$ cat src/rtl/psv_pkg.sv
// Shared types and constants of the 6k+-1 wheel sieve prime counter.
// Used by the controller, the datapath and the top level; depends on nothing.
`timescale 1ns / 1ps
`default_nettype none

package psv_pkg;

    localparam int unsigned MAX_N_DEF = 65535;
    localparam int unsigned LIMIT_W   = 16;
    localparam int unsigned COUNT_W   = 13;
    localparam int unsigned DATA_W    = 16;

    // Commands from the controller to the datapath
    typedef struct packed {
        logic load;       // capture the limit, reset the walk registers
        logic init_step;  // write one initial flag, advance v
        logic p_read;     // read the flag of p
        logic p_next;     // advance p to the next odd value
        logic m_start;    // set the first product of p
        logic m_step;     // clear the flag at m, advance m along the wheel
        logic cnt_start;  // set v to 2 for the count pass
        logic cnt_read;   // read the flag at v, advance v
        logic res_load;   // move the count into the output register
    } psv_cmd_t;

    // Status from the datapath to the controller
    typedef struct packed {
        logic init_last;  // v is the limit
        logic pp_over;    // p*p is above the limit
        logic p_flag;     // flag of p, valid the cycle after p_read
        logic m_over;     // product is above the limit
        logic n_small;    // limit below two
        logic cnt_last;   // v is the limit
        logic out_free;   // output register can take a new word
    } psv_sts_t;

endpackage

`default_nettype wire

$ cat src/rtl/psv_ctrl.sv
// Controller state machine of the wheel sieve prime counter.
// Depends on psv_pkg; drives the datapath through psv_cmd_t.
`timescale 1ns / 1ps
`default_nettype none

module psv_ctrl (
    input  wire logic             clk,
    input  wire logic             rst_n,
    input  wire logic             s_tvalid,
    output logic                  s_tready,
    input  wire psv_pkg::psv_sts_t sts,
    output psv_pkg::psv_cmd_t     cmd
);
    import psv_pkg::*;

    localparam logic [2:0] ST_IDLE   = 3'd0;
    localparam logic [2:0] ST_INIT   = 3'd1;
    localparam logic [2:0] ST_PTEST  = 3'd2;
    localparam logic [2:0] ST_PCHECK = 3'd3;
    localparam logic [2:0] ST_MARK   = 3'd4;
    localparam logic [2:0] ST_CNT    = 3'd5;
    localparam logic [2:0] ST_CDRAIN = 3'd6;
    localparam logic [2:0] ST_FINISH = 3'd7;

    logic [2:0] state_reg;
    logic [2:0] state_next;

    assign s_tready = (state_reg == ST_IDLE);

    always_comb
    begin
        state_next = state_reg;
        cmd        = '0;
        unique case (state_reg)
            ST_IDLE:
            begin
                if (s_tvalid)
                begin
                    cmd.load   = 1'b1;
                    state_next = ST_INIT;
                end
            end
            ST_INIT:
            begin
                cmd.init_step = 1'b1;
                if (sts.init_last)
                    state_next = ST_PTEST;
            end
            ST_PTEST:
            begin
                if (sts.pp_over)
                begin
                    cmd.cnt_start = 1'b1;
                    state_next    = sts.n_small ? ST_CDRAIN : ST_CNT;
                end
                else
                begin
                    cmd.p_read = 1'b1;
                    state_next = ST_PCHECK;
                end
            end
            ST_PCHECK:
            begin
                if (sts.p_flag)
                begin
                    cmd.m_start = 1'b1;
                    state_next  = ST_MARK;
                end
                else
                begin
                    cmd.p_next = 1'b1;
                    state_next = ST_PTEST;
                end
            end
            ST_MARK:
            begin
                if (sts.m_over)
                begin
                    cmd.p_next = 1'b1;
                    state_next = ST_PTEST;
                end
                else
                    cmd.m_step = 1'b1;
            end
            ST_CNT:
            begin
                cmd.cnt_read = 1'b1;
                if (sts.cnt_last)
                    state_next = ST_CDRAIN;
            end
            ST_CDRAIN:
                state_next = ST_FINISH;
            ST_FINISH:
            begin
                if (sts.out_free)
                begin
                    cmd.res_load = 1'b1;
                    state_next   = ST_IDLE;
                end
            end
            default:
                state_next = ST_IDLE;
        endcase
    end

    always_ff @(posedge clk or negedge rst_n)
    begin
        if (!rst_n)
            state_reg <= ST_IDLE;
        else
            state_reg <= state_next;
    end

endmodule

`default_nettype wire

$ cat config.mk
export PLATFORM = sky130hd
export DESIGN_NAME = psv_ctrl
export DESIGN_NICKNAME = d
export VERILOG_FILES = /design/src/rtl/psv_pkg.sv /design/src/rtl/psv_ctrl.sv
export SDC_FILE = /design/constraint.sdc
export NUM_CORES = 1
export LEC_CHECK = 0
export BUFFER_PORTS_ARGS = -buffer_cell sky130_fd_sc_hd__buf_4
export CORE_AREA = 2 2 39 41
export CTS_CLUSTER_SIZE = 30
export DETAILED_ROUTE_END_ITERATION = 10
export DIE_AREA = 0 0 41 43
export GPL_TIMING_DRIVEN = 1
export HOLD_SLACK_MARGIN = 0.06
export PLACE_DENSITY = 0.61
export SLEW_MARGIN = 20
export SYNTH_ARGS = -nofsm -noshare
export SYNTH_HDL_FRONTEND = slang
export SYNTH_SLANG_ARGS = --single-unit
$ cat constraint.sdc
create_clock -name clk -period 1.7 [get_ports clk]
set_clock_uncertainty 0.15 [all_clocks]
set_input_delay 0.255 -clock clk [delete_from_list [all_inputs] [get_ports clk]]
set_output_delay 0.255 -clock clk [all_outputs]
set_load 0.05 [all_outputs]
==> reports/qor.log, run 1 <==
qor: floorplanning.start_util 0.238
qor: timing.timing.final.setup_violations 0
qor: placed_design.place_inst 80
qor: worst_setup_path.worstPathRequired 1.29 ns
qor: drt.num_vias 437
qor: drt.postRouteWirelength 1090 microns
qor: floorplanning.pin_count 20
qor: finish.largest_reg_flops 3
qor: worst_setup_path.worst_r2r_path_depth 4
qor: finish.layout_commonest_cell buf_4
qor: worst_setup_path.worstSetupStartpointType flip-flop
qor: clocking.clock_sink_count 3
qor: clocking.clock_latency 0.23 ns
qor: global_routing.grt_pass1_vias 424
qor: placed_design.detailedPlacementHpwl 783 microns
qor: synth.synth_top_cells_by_area dfrtp_1 23%, nor3_1 6.1%, o21ai_0 4.6%
qor: hold_path.holdCritStartpoint sts[0]
qor: synth.ys_seq_elements 3
qor: timing.relSlewSlack 0.771
qor: worst_setup_path.r2r_setup_slack 0.12 ns
qor: worst_setup_path.timing.rr.start state_reg[0]$_DFFE_PN0P_
qor: floorplanning.fp-row-count 14
qor: worst_setup_path.cp_data_arrival_time 1.29 ns
qor: timing.highest_attainable_clock_frequency 592 MHz
qor: clocking.root_buffer clkbuf_4
qor: worst_setup_path.worst_setup_path_end_kind output pin
qor: finish.fraction_of_final_layout_cells_with_drive_strength_greater_than_1 0.622
qor: worst_setup_path.timing.rr.end state_reg[1]$_DFFE_PN0P_
qor: synth.postSynthAreaPerCell 7.48 sq um
qor: synth.yosys_warnings 0
qor: power.ir_worst_vdd 1.17 mV
qor: finish.final_area 667 sq um
qor: timing.worstMarginPinSlew 0.343 ns
qor: floorplanning.design.die.area 1760 sq um
qor: worst_setup_path.path_max_fanout 5
qor: hold_path.min-delay-path-class primary input to flip-flop
qor: hold_path.worst_hold_path.endpoint state_reg[1]$_DFFE_PN0P_
qor: placed_design.gp_congestion 0.711
qor: clocking.cts.htree.levels 1
qor: finish.count_of_non_filler_cells_in_the_finished_layout 90
qor: drt.drt_drc 0
qor: floorplanning.die_h 43 microns
qor: synth.yosys_top_cell_area_share 0.228
qor: drt.antenna_violating_nets_post_route 0
qor: clocking.cts.clk_slew.worst_paths 0.03 ns
qor: drt.detailedRoute.firstIterationViolations 1
qor: status.status finished, final reports clean
qor: floorplanning.core 1380 sq um
qor: finish.fin_nets 85
qor: global_routing.global_route_total_overflow 0
qor: synth.cells_after_synthesis 44
qor: timing.period_share 0.994
qor: timing.timing_hold_violations_final 0
qor: job.drv.max_cap_violation_count 0
qor: drt.wl_per_cell 12.1 microns
qor: global_routing.grt_first_pass_wirelength 1640 microns
qor: timing.rsz0062_at_grt yes
qor: synth.mappedNetlistNets 54
qor: global_routing.grt_usage 0.133
qor: floorplanning.die_x 41 microns
qor: worst_setup_path.timing.setup.critical_path_class flip-flop to output pin
qor: global_routing.antenna_found_initial 0
qor: global_routing.grt_start_max_net_pins 11
qor: synth.netlist-cell-type-count 27
qor: finish.mostFrequentLayoutCells 19 x buf_4, 7 x buf_6
qor: synth.summed_instance_area_of_the_synthesized_netlist 329 sq um
qor: clocking.cts_max_path_buffers 2
qor: hold_path.min_path_cells 2
qor: timing.fin_setup_tns 0 ns
qor: timing.drv_slew 0
qor: finish.final_util 0.482
qor: timing.timing.final.crit_period 1.69 ns
qor: clocking.tritoncts built
qor: synth.synth.largest_area_cell dfrtp_1
qor: power.power_density 2010 nW/um^2
qor: clocking.cts_made_buffers 3
qor: placed_design.place.port_buffers 19
qor: synth.yosysSeqAreaShare 0.228
qor: finish.diodes 0
qor: power.power.leakage 0.310 nW
qor: drt.firstDrtPassIters 2
qor: placed_design.placement.cell_area 542 sq um
qor: finish.area_growth_syn_to_layout 103%
qor: power.power 1.34 mW
qor: drt.post_drt_via_cell_ratio 4.86
[cell type report]
| type | instances | area (sq um) |
|---|---|---|
| inverter | 3 | 11.3 |
| clock buffer | 4 | 26.3 |
| multi-input combinational | 35 | 280 |
| sequential | 3 | 77.6 |
| timing repair buffer | 29 | 251 |
| tap | 16 | 20.0 |
| fill | 141 | 717 |
[cells in the mapped netlist]
master / number
nand3_1: 2
buf_4: 1
a2111oi_2: 1
nor2b_1: 1
nand2_1: 3
dfrtp_1: 3
or2b_2: 1
o21ai_1: 1
nor3_1: 4
nor3b_1: 1
o21ai_0: 3
and3b_1: 1
buf_2: 1
o32ai_1: 1
a31o_1: 1
nor2_1: 4
buf_6: 1
o31ai_1: 1
a21oi_1: 1
o2111ai_1: 1
inv_1: 3
a211o_1: 1
and2_1: 2
o22ai_1: 1
nand2b_1: 2
and3_1: 1
mux2_1: 1
[power breakdown]
part	switching [mW]	internal, mW	total [mW]
combinational	0.585	0.451	1.04
sequential	0.0636	0.117	0.180
clock	0.0379	0.0880	0.126
total	0.687	0.656	1.34
[repair_timing]
action                                  CTS  global route
setup buffers                             3             1
gates resized for setup                   8             9
gates cloned                              0             1
endpoints found under the hold margin     3             0
hold buffers                              1             0
endpoints found under the setup margin    8             6
[worst max-delay path by stage]
stage	from	end	slack, ns	cells after the start
floorplan	state_reg[2]$_DFFE_PN0P_	cmd[8]	-0.26	3
global placement	state_reg[1]$_DFFE_PN0P_	cmd[5]	0.13	4
detailed placement	state_reg[1]$_DFFE_PN0P_	cmd[5]	0.11	4
CTS	state_reg[2]$_DFFE_PN0P_	cmd[8]	-0.005	4
global route	state_reg[2]$_DFFE_PN0P_	cmd[8]	-0.05	4
finish	state_reg[2]$_DFFE_PN0P_	cmd[8]	0.009	4
[metrics by stage]
stage	hold slack, ns	setup WS [ns]
finish	0.0917	0.00942
global placement	-0.103	0.135
CTS	0.0908	-0.00451
detailed placement	-0.104	0.110
floorplan	-0.191	-0.255
global route	0.0906	-0.0546
[routing by layer]
| layer | part of all wire | GRT usage | vias up |
|---|---|---|---|
| met5 | 0 | 0 | - |
| met4 | 0 | 0 | 0 |
| met3 | 0.067 | 0.0628 | 0 |
| met2 | 0.53 | 0.238 | 15 |
| met1 | 0.40 | 0.144 | 201 |
| li1 | - | - | 221 |
[logic make-up after synthesis]
family          synth area share
mux                       0.0342
compound gates             0.270
flops                      0.228
simple gates               0.361
buf+inv                    0.106
[worst max-delay path: stages, from the launching register on]
cell and delay [ns]:
dfrtp_2 0.43, buf_6 0.15, nor3_4 0.18, and2_4 0.16, buf_8 0.13
Power figures use the tool's default switching activity.
==> run 2: changes to the inputs <==
PLACE_DENSITY = default   (was 0.61)
PLACE_DENSITY_LB_ADDON = 0.15   (was default)
==> reports/qor.log, run 2 (synthesis results as in run 1) <==
qor: drt.postRouteWirelength 993 microns [was 1090 microns]
qor: drt.drt_drc 0 [unchanged]
qor: finish.fin_nets 85 [unchanged]
qor: worst_setup_path.path_max_fanout 9 [was 5]
qor: clocking.cts_max_path_buffers 2 [unchanged]
qor: timing.setup_slack_of_the_critical_path_after_layout 0.0138 ns [was 0.00942 ns]
qor: drt.firstDrtPassIters 4 [was 2]
qor: floorplanning.core 1380 sq um [unchanged]
qor: worst_setup_path.worstPathRequired 1.29 ns [about the same]
qor: global_routing.antenna_found_initial 0 [unchanged]
qor: placed_design.gp_congestion 0.750 [was 0.711]
qor: clocking.cts_made_buffers 3 [unchanged]
qor: finish.n_fill_cell 145 [was 141]
qor: clocking.tritoncts built [unchanged]
qor: hold_path.holdCritStartpoint sts[0] [unchanged]
qor: placed_design.place.port_buffers 19 [unchanged]
qor: finish.layout_commonest_cell buf_4 [unchanged]
qor: floorplanning.design.die.area 1760 sq um [unchanged]
qor: timing.drv_slew 0 [unchanged]
qor: status.status finished, final reports clean [unchanged]
qor: placed_design.post-place-ws 0.0200 ns [was 0.110 ns]
qor: worst_setup_path.worstSetupStartpointType flip-flop [unchanged]
qor: timing.rsz0062_at_grt yes [unchanged]
qor: finish.final-seq-area 77.6 sq um [unchanged]
qor: finish.multi_input_area 280 sq um [unchanged]
qor: clocking.clock_latency 0.23 ns [about the same]
qor: clocking.root_buffer clkbuf_4 [unchanged]
qor: global_routing.global_route_total_overflow 0 [unchanged]
qor: hold_path.min-delay-path-class primary input to flip-flop [unchanged]
qor: drt.detailedRoute.firstIterationViolations 4 [was 1]
qor: floorplanning.pin_count 20 [unchanged]
qor: timing.timing_hold_violations_final 0 [unchanged]
qor: timing.worstMarginPinSlew 0.337 ns [was 0.343 ns]
qor: timing.period_share 0.992 [was 0.994]
qor: finish.diodes 0 [unchanged]
qor: job.drv.max_cap_violation_count 0 [unchanged]
qor: floorplanning.start_util 0.238 [unchanged]
qor: drt.wl_per_cell 11.0 microns [was 12.1 microns]
qor: power.power.leakage 0.308 nW [was 0.310 nW]
qor: timing.relSlewSlack 0.775 [was 0.771]
qor: placed_design.placement.cell_area 534 sq um [was 542 sq um]
qor: clocking.cts.htree.levels 1 [unchanged]
qor: global_routing.grt_start_max_net_pins 15 [was 11]
qor: timing.highest_attainable_clock_frequency 593 MHz [was 592 MHz]
qor: finish.fraction_of_final_layout_cells_with_drive_strength_greater_than_1 0.635 [was 0.622]
qor: floorplanning.die_x 41 microns [unchanged]
qor: finish.largest_reg_flops 3 [unchanged]
qor: worst_setup_path.timing.rr.end state_reg[1]$_DFFE_PN0P_ [unchanged]
qor: global_routing.grt_usage 0.113 [was 0.133]
qor: drt.antenna_violating_nets_post_route 0 [unchanged]
qor: timing.timing.final.setup_violations 0 [unchanged]
qor: clocking.cts.clk_slew.worst_paths 0.03 ns [about the same]
qor: finish.final_util 0.478 [was 0.482]
qor: drt.post_drt_via_cell_ratio 4.78 [was 4.86]
qor: worst_setup_path.worst_setup_path_end_kind output pin [unchanged]
qor: placed_design.detailedPlacementHpwl 714 microns [was 783 microns]
qor: drt.num_vias 430 [was 437]
qor: timing.timing.final.crit_period 1.69 ns [about the same]
qor: hold_path.min_path_cells 2 [unchanged]
qor: finish.count_of_non_filler_cells_in_the_finished_layout 90 [unchanged]
qor: clocking.clock_sink_count 3 [unchanged]
qor: finish.area_growth_syn_to_layout 101% [was 103%]
qor: floorplanning.fp-row-count 14 [unchanged]
qor: worst_setup_path.r2r_setup_slack 0.18 ns [was 0.12 ns]
qor: power.power_density 1990 nW/um^2 [was 2010 nW/um^2]
qor: global_routing.grt_pass1_vias 359 [was 424]
qor: floorplanning.die_h 43 microns [unchanged]
qor: worst_setup_path.worst_r2r_path_depth 4 [unchanged]
qor: power.ir_worst_vdd 0.751 mV [was 1.17 mV]
qor: worst_setup_path.timing.rr.start state_reg[0]$_DFFE_PN0P_ [unchanged]
qor: hold_path.worst_hold_path.endpoint state_reg[1]$_DFFE_PN0P_ [unchanged]
qor: worst_setup_path.cp_data_arrival_time 1.28 ns [was 1.29 ns]
qor: finish.final_area 662 sq um [was 667 sq um]
qor: finish.mostFrequentLayoutCells 22 x buf_4, 5 x buf_6, 3 x nor2_2, 3 x o21ai_0, 3 x clkbuf_4 [was 19 x buf_4, 7 x buf_6]
qor: global_routing.grt_first_pass_wirelength 1390 microns [was 1640 microns]
qor: placed_design.place_inst 79 [was 80]
qor: worst_setup_path.timing.setup.critical_path_class flip-flop to output pin [unchanged]
run 2: cell count changes in the layout (fill, tap and decap cells not counted):
cell | before | now
buf_4 | 19 | 22
inv_2 | 0 | 1
buf_2 | 1 | 0
inv_1 | 3 | 2
buf_6 | 7 | 5
run 2: routing by layer:
layer  GRT usage  vias to the layer above  share of wire
li1            -                      219              -
met1       0.136                      199           0.42
met2       0.181                       12           0.52
met3      0.0157                        0          0.063
met4      0.0600                        0              0
met5           0                        -              0
run 2: worst max-delay path: stages, from the launching register on:
cell,delay [ns]
dfrtp_1,0.41
buf_6,0.16
nor3_4,0.18
and2_4,0.16
buf_8,0.13
run 2: what timing repair did:
action,4_1_cts,5_1_grt
cloned,0,0
endpoints found under the hold margin,3,0
gates resized for setup,8,10
hold buffers,1,0
pin swaps,0,2
endpoints found under the setup margin,9,5
setup buffers,0,6
run 2: cell type report:
type / count / area share
multi-input cells: 35 / 0.423
repair buffers: 29 / 0.372
flip-flops and latches: 3 / 0.117
clock buffers: 4 / 0.0397
well taps: 16 / 0.0302
inverters: 3 / 0.0170
run 2: how the worst max path moves through the flow:
stage / start / end / slack [ns] / cells past startpoint
3_3_place_gp: state_reg[0]$_DFFE_PN0P_ / state_reg[1]$_DFFE_PN0P_ / 0.07 / 3
2_1_floorplan: state_reg[2]$_DFFE_PN0P_ / cmd[8] / -0.26 / 3
5_1_grt: state_reg[1]$_DFFE_PN0P_ / cmd[8] / -0.07 / 4
4_1_cts: state_reg[1]$_DFFE_PN0P_ / cmd[5] / -0.008 / 4
6_report: state_reg[1]$_DFFE_PN0P_ / cmd[8] / 0.01 / 4
3_5_place_dp: state_reg[0]$_DFFE_PN0P_ / state_reg[1]$_DFFE_PN0P_ / 0.02 / 3
run 2: metrics by stage:
step	setup TNS, ns	total power, mW	hold slack (ns)
2_1_floorplan	-0.268	0.803	-0.191
3_3_place_gp	0	1.00	-0.103
3_5_place_dp	0	1.00	-0.102
4_1_cts	-0.0149	1.18	0.0702
5_1_grt	-0.0747	1.42	0.0868
6_report	0	1.32	0.0792
run 2: report_power, final:
group          internal, mW  switching [mW]
sequential            0.117          0.0546
clock                0.0877          0.0335
combinational         0.450           0.577
total                 0.655           0.665
==> run 3: changes to the inputs <==
ABC_AREA = 1   (was default)
==> reports/qor.log, run 3 <==
qor: synth.ys_seq_elements 3 [unchanged]
qor: power.net-switching-power 0.708 mW [was 0.665 mW]
qor: floorplanning.pin_count 20 [unchanged]
qor: clocking.root_buffer clkbuf_4 [unchanged]
qor: timing.fin_setup_tns 0 ns [unchanged]
qor: clocking.cts.clk_slew.worst_paths 0.04 ns [was 0.03 ns]
qor: worst_setup_path.worst_setup_path_end_kind output pin [unchanged]
qor: global_routing.antenna_found_initial 0 [unchanged]
qor: finish.final_area 656 sq um [was 662 sq um]
qor: worst_setup_path.cp_data_arrival_time 1.28 ns [about the same]
qor: synth.mappedNetlistNets 72 [was 54]
qor: drt.antenna_violating_nets_post_route 0 [unchanged]
qor: timing.timing.final.setup_violations 0 [unchanged]
qor: finish.n_fill_cell 153 [was 145]
qor: worst_setup_path.timing.rr.start state_reg[2]$_DFFE_PN0P_ [was state_reg[0]$_DFFE_PN0P_]
qor: floorplanning.core 1380 sq um [unchanged]
qor: synth.cells_after_synthesis 62 [was 44]
qor: drt.wl_per_cell 9.75 microns [was 11.0 microns]
qor: worst_setup_path.cp_bufs_invs 1 [was 2]
qor: worst_setup_path.r2r_setup_slack 0.33 ns [was 0.18 ns]
qor: worst_setup_path.worstPathRequired 1.29 ns [about the same]
qor: power.ir_worst_vdd 0.736 mV [was 0.751 mV]
qor: finish.fin_nets 101 [was 85]
qor: finish.mostFrequentLayoutCells 19 x buf_4, 15 x nand2_1, 12 x inv_1, 6 x nand3_1, 4 x nor2_2 [was 22 x buf_4, 5 x buf_6, 3 x nor2_2, 3 x o21ai_0, 3 x clkbuf_4]
qor: synth.synth_enable_flop_cells 0 [unchanged]
qor: power.power.sequential.fraction 0.130 [about the same]
qor: worst_setup_path.path_max_fanout 5 [was 9]
qor: timing.worstMarginPinSlew 0.178 ns [was 0.337 ns]
qor: clocking.cts.htree.levels 1 [unchanged]
qor: synth.postSynth.topFlopCell dfrtp_1 [unchanged]
qor: global_routing.grt_first_pass_wirelength 1520 microns [was 1390 microns]
qor: timing.timing.final.crit_period 1.68 ns [was 1.69 ns]
qor: finish.fraction_of_final_layout_cells_with_drive_strength_greater_than_1 0.522 [was 0.635]
qor: timing.rsz0062_at_grt yes [unchanged]
qor: worst_setup_path.worst_r2r_path_depth 5 [was 4]
qor: power.design_internal_power 0.565 mW [was 0.655 mW]
qor: synth.synth.largest_area_cell dfrtp_1 [unchanged]
qor: power.power.leakage 0.395 nW [was 0.308 nW]
qor: placed_design.place.port_buffers 19 [unchanged]
qor: worst_setup_path.timing.rr.end state_reg[0]$_DFFE_PN0P_ [was state_reg[1]$_DFFE_PN0P_]
qor: synth.yosysSeqAreaShare 0.216 [was 0.228]
qor: placed_design.post-place-ws 0.116 ns [was 0.0200 ns]
qor: clocking.clock_latency 0.23 ns [about the same]
qor: worst_setup_path.worstSetupStartpointType flip-flop [unchanged]
qor: synth.async_flop_share 1.00 [unchanged]
qor: placed_design.gp_congestion 0.790 [was 0.750]
qor: power.switching_share 0.556 [was 0.504]
qor: finish.count_of_non_filler_cells_in_the_finished_layout 106 [was 90]
qor: power.power_density 1940 nW/um^2 [was 1990 nW/um^2]
qor: timing.setup_slack_of_the_critical_path_after_layout 0.0152 ns [was 0.0138 ns]
qor: drt.drt_drc 0 [unchanged]
qor: placed_design.detailedPlacementHpwl 739 microns [was 714 microns]
qor: synth.synth_top_cells_by_area dfrtp_1 22%, nand2_1 18%, inv_1 14% [was dfrtp_1 23%, nor3_1 6.1%, o21ai_0 4.6%]
qor: synth.summed_instance_area_of_the_synthesized_netlist 348 sq um [was 329 sq um]
qor: power.pwr-share-comb 0.772 [was 0.778]
qor: finish.layout_commonest_cell buf_4 [unchanged]
qor: clocking.cts_max_path_buffers 2 [unchanged]
qor: global_routing.global_route_total_overflow 0 [unchanged]
qor: synth.postSynthAreaPerCell 5.61 sq um [was 7.48 sq um]
qor: timing.relSlewSlack 0.881 [was 0.775]
qor: floorplanning.fp-row-count 14 [unchanged]
qor: worst_setup_path.crit_chain nor2_1, nand2_1, nor2_2, buf_4 [was buf_6, nor3_4, and2_4, buf_8]
qor: timing.timing_hold_violations_final 0 [unchanged]
qor: floorplanning.start_util 0.251 [was 0.238]
qor: timing.period_share 0.991 [was 0.992]
qor: floorplanning.die_h 43 microns [unchanged]
qor: synth.yosys_warnings 0 [unchanged]
qor: drt.postRouteWirelength 1030 microns [was 993 microns]
qor: global_routing.grt_usage 0.128 [was 0.113]
qor: clocking.cts_made_buffers 3 [unchanged]
qor: clocking.tritoncts built [unchanged]
qor: worst_setup_path.critical_path.top_delay_family flip-flops [unchanged]
qor: global_routing.grt_pass1_vias 388 [was 359]
qor: status.status finished, final reports clean [unchanged]
qor: floorplanning.design.die.area 1760 sq um [unchanged]
qor: finish.diodes 0 [unchanged]
qor: finish.area_growth_syn_to_layout 88.5% [was 101%]
qor: timing.highest_attainable_clock_frequency 594 MHz [was 593 MHz]
qor: worst_setup_path.timing.setup.critical_path_class flip-flop to output pin [unchanged]
qor: timing.drv_slew 0 [unchanged]
qor: synth.synth.most_common_cell nand2_1
qor: placed_design.place_inst 96 [was 79]
qor: synth.yosys_top_cell_area_share 0.216 [was 0.228]
qor: global_routing.grt_start_max_net_pins 8 [was 15]
qor: clocking.clock_sink_count 3 [unchanged]
qor: synth.netlist_top_cells_count 17 x nand2_1, 13 x inv_1, 7 x nand3_1, 4 x nor2_1 [was 4 x nor2_1, 4 x nor3_1]
qor: drt.num_vias 470 [was 430]
qor: drt.detailedRoute.firstIterationViolations 11 [was 4]
qor: finish.largest_reg_flops 3 [unchanged]
qor: placed_design.placement.cell_area 512 sq um [was 534 sq um]
qor: drt.post_drt_via_cell_ratio 4.43 [was 4.78]
qor: power.share_clk_of_total_power 0.098 [was 0.092]
qor: job.drv.max_cap_violation_count 0 [unchanged]
qor: floorplanning.die_x 41 microns [unchanged]
qor: drt.firstDrtPassIters 3 [was 4]
qor: worst_setup_path.worst_path_largest_cell_delay 0.45 ns [was 0.41 ns]
qor: synth.netlist-cell-type-count 14 [was 27]
qor: worst_setup_path.slowest_stage dfrtp_2 [was dfrtp_1]
qor: hold_path.min-delay-path-class primary input to async pin [was primary input to flip-flop]
[run 3: changes by cell type after synthesis, moves of 2 or more]
| cell | previous run | this run |
|---|---|---|
| and2_1 | 2 | 0 |
| inv_1 | 3 | 13 |
| inv_2 | 0 | 3 |
| nand2_1 | 3 | 17 |
| nand2b_1 | 2 | 0 |
| nand3_1 | 2 | 7 |
| nand4_1 | 0 | 3 |
| nor2_2 | 0 | 2 |
| o21bai_1 | 0 | 2 |
[run 3: cells by family (layout without fill, tap and decap cells)]
kind of cell / after synthesis / in the layout / share of synthesized area
buffers and inverters: 17 / 45 / 0.205
flip-flops: 3 / 3 / 0.216
AO/OA/AOI/OAI: 4 / 4 / 0.0719
AND/OR/NAND/NOR: 38 / 38 / 0.507
[run 3: timing repair]
item	CTS	global route
buffers inserted	3	2
resized for setup	3	15
hold buffers	1	0
endpoints found under the setup margin	5	6
hold endpoints to repair	3	0
pin swaps	0	1
[run 3: final cells by class]
class	instances	area (sq um)	area share
multi-input cells	42	248	0.378
repair buffers	25	221	0.338
flip-flops and latches	3	77.6	0.118
inverters	16	62.6	0.0954
clock buffers	4	26.3	0.0401
well taps	16	20.0	0.0305
[run 3: worst max-delay path by stage]
stage	end	slack [ns]	start	depth (start not counted)
2_1_floorplan	cmd[7]	-0.29	state_reg[2]$_DFFE_PN0P_	2
3_3_place_gp	cmd[2]	0.10	state_reg[2]$_DFFE_PN0P_	6
3_5_place_dp	cmd[2]	0.12	state_reg[2]$_DFFE_PN0P_	6
4_1_cts	cmd[2]	-0.02	state_reg[2]$_DFFE_PN0P_	6
5_1_grt	cmd[8]	-0.04	state_reg[2]$_DFFE_PN0P_	4
6_report	cmd[8]	0.02	state_reg[2]$_DFFE_PN0P_	4
[run 3: layer usage]
metal	GRT usage	wire length, microns	up-vias
met1	0.173	435	205
met2	0.184	519	14
met5	0	0	-
met3	0.0157	79	0
li1	-	-	251
met4	0.0800	0	0
[run 3: power by group through the flow]
stage / combinational [mW] / clock, mW / sequential, mW
finish: 0.983 / 0.125 / 0.165
global route: 1.06 / 0.130 / 0.169
CTS: 0.857 / 0.126 / 0.164
detailed placement: 0.759 / 0 / 0.171
global placement: 0.766 / 0 / 0.171
floorplan: 0.606 / 0 / 0.141
[run 3: worst reg2reg max path: stages, from the launching register on]
cell	delay (ns)
dfrtp_2	0.45
buf_4	0.16
nand4_1	0.11
nand3_1	0.16
o21bai_1	0.17
nand2_1	0.06
[run 3: stage by stage]
stage	total power [mW]	hold WS (ns)	utilization
finish	1.27	0.186	0.474
global route	1.36	0.211	0.474
CTS	1.15	0.177	0.426
detailed placement	0.930	-0.105	0.370
global placement	0.937	-0.104	0.370
floorplan	0.748	-0.191	-
